==> config.mk <==
export PLATFORM = sky130hd
export DESIGN_NAME = chr_ctrl
export DESIGN_NICKNAME = d
export VERILOG_FILES = /design/src/hdl/chr_pkg.sv /design/src/hdl/chr_ctrl.sv
export SDC_FILE = /design/constraint.sdc
export NUM_CORES = 1
export LEC_CHECK = 0
export BUFFER_PORTS_ARGS = -buffer_cell sky130_fd_sc_hd__buf_4
export CAP_MARGIN = 15
export CORE_AREA = 2 2 39 41
export CTS_CLUSTER_SIZE = 25
export DETAILED_ROUTE_END_ITERATION = 8
export DIE_AREA = 0 0 41 43
export PLACE_DENSITY = 0.62
export REMOVE_ABC_BUFFERS = 1
export SKIP_CTS_REPAIR_TIMING = 1
export SYNTH_ARGS = -nofsm -noshare
export SYNTH_HDL_FRONTEND = slang
export SYNTH_SLANG_ARGS = --single-unit
==> constraint.sdc <==
create_clock -name clk -period 1.7 [get_ports clk]
set_input_delay 0 -clock clk [delete_from_list [all_inputs] [get_ports clk]]
set_output_delay 0 -clock clk [all_outputs]
set_load 0.03 [all_outputs]
==> src/hdl/chr_pkg.sv <==
// package for the consistent hash ring: sizes, request/result structs,
// controller-datapath command and status types; no dependencies
package chr_pkg;

    localparam int POINTS    = 2048;
    localparam int SERVERS   = 32;
    localparam int IDX_W     = $clog2(POINTS);
    localparam int CNT_W     = $clog2(POINTS + 1);
    localparam int SRV_W     = 5;
    localparam int SRV_IDX_W = $clog2(SERVERS);
    localparam int HASH_W    = 32;
    localparam int HIT_W     = 64;
    localparam int ENTRY_W   = HASH_W + SRV_W;

    localparam logic       REQ_INSERT   = 1'b0;
    localparam logic       REQ_LOOKUP   = 1'b1;
    localparam logic [1:0] STAT_OK      = 2'd0;
    localparam logic [1:0] STAT_FULL    = 2'd1;
    localparam logic [1:0] STAT_EMPTY   = 2'd2;

    typedef struct packed {
        logic              req_type;
        logic [HASH_W-1:0] hash_value;
        logic [SRV_W-1:0]  server_id;
        logic              last_point;
    } chr_req_t;

    typedef struct packed {
        logic [SRV_W-1:0]  chosen_server;
        logic [HIT_W-1:0]  hit_total;
        logic [1:0]        status;
    } chr_rsp_t;

    // controller -> datapath
    typedef struct packed {
        logic load_req;     // capture request, start search window
        logic rd_mid;       // issue ram read at midpoint
        logic cmp_mid;      // narrow search window from read data
        logic rd_shift;     // read entry shift_idx-1
        logic wr_shift;     // write read data to shift_idx, decrement
        logic wr_new;       // write new entry at search position, bump count
        logic rd_pos;       // read entry at lookup position
        logic rd_hits;      // capture owner server id from read data
        logic wr_hits;      // increment counter, form result
        logic set_full;     // form full result
        logic set_empty;    // form empty result
        logic set_ok;       // form insert ok result
        logic publish;      // copy finished result to the output register
    } chr_cmd_t;

    // datapath -> controller
    typedef struct packed {
        logic is_lookup;
        logic ring_full;
        logic ring_empty;
        logic search_done;
        logic shift_done;
    } chr_stat_t;

endpackage

==> src/hdl/chr_ctrl.sv <==
// controller state machine: sequences search, shift and counter update
// depends on chr_pkg
module chr_ctrl
    import chr_pkg::*;
(
    input  logic      clk,
    input  logic      rst_n,
    input  logic      in_valid,
    output logic      in_stall,
    output logic      out_valid,
    input  logic      out_stall,
    input  chr_stat_t stat,
    output chr_cmd_t  cmd
);

    typedef enum logic [3:0] {
        ST_IDLE, ST_CHECK, ST_SRCH_RD, ST_SRCH_CMP, ST_SHIFT_RD, ST_SHIFT_WR,
        ST_INSERT, ST_POS_RD, ST_OWNER, ST_HIT_RD, ST_HIT_WR, ST_DONE
    } state_t;

    state_t state_reg, state_next;
    logic   out_valid_reg, out_valid_next;

    always_comb
    begin
        state_next     = state_reg;
        out_valid_next = out_valid_reg;
        cmd            = '0;
        if (out_valid_reg && !out_stall)
        begin
            out_valid_next = 1'b0;
        end
        unique case (state_reg)
            ST_IDLE:
            begin
                if (in_valid)
                begin
                    cmd.load_req = 1'b1;
                    state_next   = ST_CHECK;
                end
            end
            ST_CHECK:
            begin
                if (stat.is_lookup && stat.ring_empty)
                begin
                    cmd.set_empty = 1'b1;
                    state_next    = ST_DONE;
                end
                else if (!stat.is_lookup && stat.ring_full)
                begin
                    cmd.set_full = 1'b1;
                    state_next   = ST_DONE;
                end
                else
                begin
                    state_next = ST_SRCH_RD;
                end
            end
            ST_SRCH_RD:
            begin
                if (stat.search_done)
                begin
                    state_next = stat.is_lookup ? ST_POS_RD : ST_SHIFT_RD;
                end
                else
                begin
                    cmd.rd_mid = 1'b1;
                    state_next = ST_SRCH_CMP;
                end
            end
            ST_SRCH_CMP:
            begin
                cmd.cmp_mid = 1'b1;
                state_next  = ST_SRCH_RD;
            end
            ST_SHIFT_RD:
            begin
                if (stat.shift_done)
                begin
                    state_next = ST_INSERT;
                end
                else
                begin
                    cmd.rd_shift = 1'b1;
                    state_next   = ST_SHIFT_WR;
                end
            end
            ST_SHIFT_WR:
            begin
                cmd.wr_shift = 1'b1;
                state_next   = ST_SHIFT_RD;
            end
            ST_INSERT:
            begin
                cmd.wr_new = 1'b1;
                cmd.set_ok = 1'b1;
                state_next = ST_DONE;
            end
            ST_POS_RD:
            begin
                cmd.rd_pos = 1'b1;
                state_next = ST_OWNER;
            end
            ST_OWNER:
            begin
                cmd.rd_hits = 1'b1;
                state_next  = ST_HIT_RD;
            end
            ST_HIT_RD:
            begin
                state_next = ST_HIT_WR;
            end
            ST_HIT_WR:
            begin
                cmd.wr_hits = 1'b1;
                state_next  = ST_DONE;
            end
            ST_DONE:
            begin
                // wait until the output register is free
                if (!out_valid_reg || !out_stall)
                begin
                    cmd.publish    = 1'b1;
                    out_valid_next = 1'b1;
                    state_next     = ST_IDLE;
                end
            end
            default:
            begin
                state_next = ST_IDLE;
            end
        endcase
    end

    always_ff @(posedge clk or negedge rst_n)
    begin
        if (!rst_n)
        begin
            state_reg     <= ST_IDLE;
            out_valid_reg <= 1'b0;
        end
        else
        begin
            state_reg     <= state_next;
            out_valid_reg <= out_valid_next;
        end
    end

    assign in_stall  = (state_reg != ST_IDLE);
    assign out_valid = out_valid_reg;

endmodule

==> flow_summary.yaml <==
grt:
  antenna_found_initial: 0
  overflow: 0
  grt_use_total_pct: 14.3
  grt_max_degree: 16
  grt_pass1_wl_um: 1700
  grt_pass1_vias: 439
synth:
  netlist_area_um2: 450
  netlist-cell-type-count: 32
  syn_inst: 58
  synth.largest_area_cell: "dfrtp_1"
  ys_ff_latch: 5
  synth_top_cell_area_share_pct: 27.8
  syn_area_per_cell_um2: 7.77
  yosys_warnings: 0
  ys_top_cells_by_area: "dfrtp_1 28%, nor2_1 5.8%, nand2_1 5.0%"
  yosysSeqAreaShare_pct: 27.8
timing:
  rsz0062_at_grt: "false"
  finalCriticalPeriod_ps: 1540
  period_share_pct: 90.9
  worst_pin_slew_ps: 420
  hold_violations: 0
  slew_headroom_pct: 72.0
  setup_viol: 0
  fin_skew_ps: 2.01
  maxSlewViolCount: 0
  clock.fmax_mhz: 647
  tns_ps: 0
power_and_ir_drop:
  p_leak_nw: 0.313
  power_density_nw_per_um2: 1860
  vdd_drop_max_mv: 1.05
final_layout:
  largest_reg_flops: 4
  finish.utilization_pct: 47.8
  antenna_cells: 0
  layout-drive-gt1-share_pct: 36.6
  nets: 92
  area_growth_pct: 46.9
route:
  drc_errors: 0
  wl_met2_um: 597
  viasPerCell: 5.20
  dr.first_iter.drc_count: 7
  antenna_left: 0
  route.top_layer_used: "met3"
  vias: 510
  wl_met3_um: 88
  first_pass_iters: 2
  routed_wl_um: 1220
  drt-met1-wl_um: 538
  avgRoutedWirePerCell_um: 12.5
clocking:
  cts_tree: "built"
  insertion_delay_ps: 240
  cts_buffers: 3
  clockRootBuffer: "clkbuf_4"
  path_clk_slew_ps: 40
  clock_path_buffers: 2
  cts_sinks: 5
  htreeDepth: 1
critical_path:
  worst_setup_path_start_kind: "register"
  rr_worst_depth: 3
  worstPathRequired_ps: 1700
  end_kind: "output pin"
  regToRegSetupSlack_ps: 260
  crit_start: "state_reg[0]"
  crit_type: "register to output pin"
  path_max_fanout: 14
  rr_endpoint: "state_reg[0]"
  endpoint: "cmd[3]"
  crit-reg2reg-launch: "state_reg[3]"
  worstPathArrival_ps: 1540
floorplanning:
  fp.dieH_um: 43
  dieArea_um2: 1760
  core_um2: 1380
  fp-row-count: 14
  die_x_um: 41
  initial_core_util_pct: 32.5
  ios: 24
place:
  gp_congestion: 0.756
  numPortBuffers: 23
  dpl.hpwl_um: 934
status:
  status: "finished clean"
hold_path:
  hold_path.class: "primary input to register"
job:
  maxCapViolCount: 0
-- layout make-up --
cell class / instances / area [um^2]
inverter: 1 / 3.75
timing repair buffer: 25 / 190
clock buffer: 4 / 26.3
tap: 16 / 20.0
fill: 144 / 722
sequential: 5 / 125
multi-input combinational: 47 / 297
-- where the power goes --
| group | internal (mW) | switching (mW) |
|---|---|---|
| Combinational | 0.324 | 0.452 |
| Sequential | 0.179 | 0.140 |
| Clock | 0.0887 | 0.0475 |
-- cells in the mapped netlist --
cell      count
nor2_1        7
nand2_1       6
dfrtp_1       5
a21oi_1       4
and3_1        2
buf_2         2
clkbuf_1      2
nand2b_1      2
nor2b_1       2
nor3_1        2
nor3b_1       2
nor4_1        2
a21o_1        1
a22oi_1       1
a32oi_1       1
a41o_1        1
and2_1        1
buf_4         1
inv_1         1
mux2_2        1
nand3_1       1
nand4b_1      1
nor4b_1       1
o21a_1        1
o21ai_0       1
o22ai_2       1
o311ai_0      1
o32a_1        1
o32ai_1       1
or2_1         1
or3b_1        1
or4_4         1
-- worst min path at each step --
stage,slack [ps],cells past startpoint,end,start
3_3_place_gp,-190,1,out_valid,rst_n
2_1_floorplan,-300,0,out_valid,rst_n
4_1_cts,-460,1,state_reg[2],rst_n
3_5_place_dp,-190,1,state_reg[2],rst_n
6_report,80,3,out_valid,out_stall
5_1_grt,80,3,out_valid,out_stall
-- critical path, cell delays in order (launching register included) --
cell and delay, ps:
dfrtp_1 570, nor2b_1 240, nand2_1 100, nor3b_1 200, buf_4 190
-- placed cells by master, fill, tap and decap left out --
cell | Yosys | routed
or4_4 | 1 | 1
dlygate4sd3_1 | 0 | 1
o32a_1 | 1 | 1
o22ai_2 | 1 | 1
dfrtp_1 | 5 | 5
clkbuf_1 | 2 | 1
o32ai_1 | 1 | 1
o311ai_0 | 1 | 1
buf_4 | 1 | 24
a21o_1 | 1 | 1
nor4b_1 | 1 | 1
a21oi_1 | 4 | 4
nand2_1 | 6 | 6
nor3_1 | 2 | 2
nor3b_1 | 2 | 2
nand2b_1 | 2 | 2
a22oi_1 | 1 | 1
nand3_1 | 1 | 1
and2_1 | 1 | 1
a32oi_1 | 1 | 1
nand4b_1 | 1 | 1
or3b_1 | 1 | 1
nor2_1 | 7 | 7
or2_1 | 1 | 1
inv_1 | 1 | 1
nor2b_1 | 2 | 2
a41o_1 | 1 | 1
o21ai_0 | 1 | 1
o21a_1 | 1 | 1
clkbuf_4 | 0 | 3
mux2_2 | 1 | 1
and3_1 | 2 | 2
nor4_1 | 2 | 2
-- layer usage --
| layer | track usage, % | vias to the layer above |
|---|---|---|
| met4 | 6.00 | 0 |
| met2 | 21.6 | 14 |
| li1 | - | 266 |
| met5 | 0 | - |
| met3 | 4.71 | 0 |
| met1 | 17.9 | 230 |
-- per-stage QoR --
step / hold slack [ps] / power (mW) / setup WS, ps / cell area, um^2 / instances
after floorplan: -296 / 0.825 / 66.3 / 425 / 53
after global placement: -194 / 1.10 / 292 / 626 / 93
after detailed placement: -195 / 1.09 / 275 / 626 / 93
after CTS: -457 / 1.24 / 139 / 652 / 97
after global routing: 79.8 / 1.32 / 9.89 / 662 / 98
final: 77.9 / 1.23 / 155 / 662 / 98
-- kinds of logic (layout without fill, tap and decap cells) --
family	Yosys count	in the layout	share of synthesized area, %
buffers and inverters	6	30	6.39
flip-flops	5	5	27.8
AND/OR/NAND/NOR	32	32	39.7
AO/OA/AOI/OAI	14	14	23.6
multiplexers	1	1	2.50
Power figures use the tool's default switching activity.
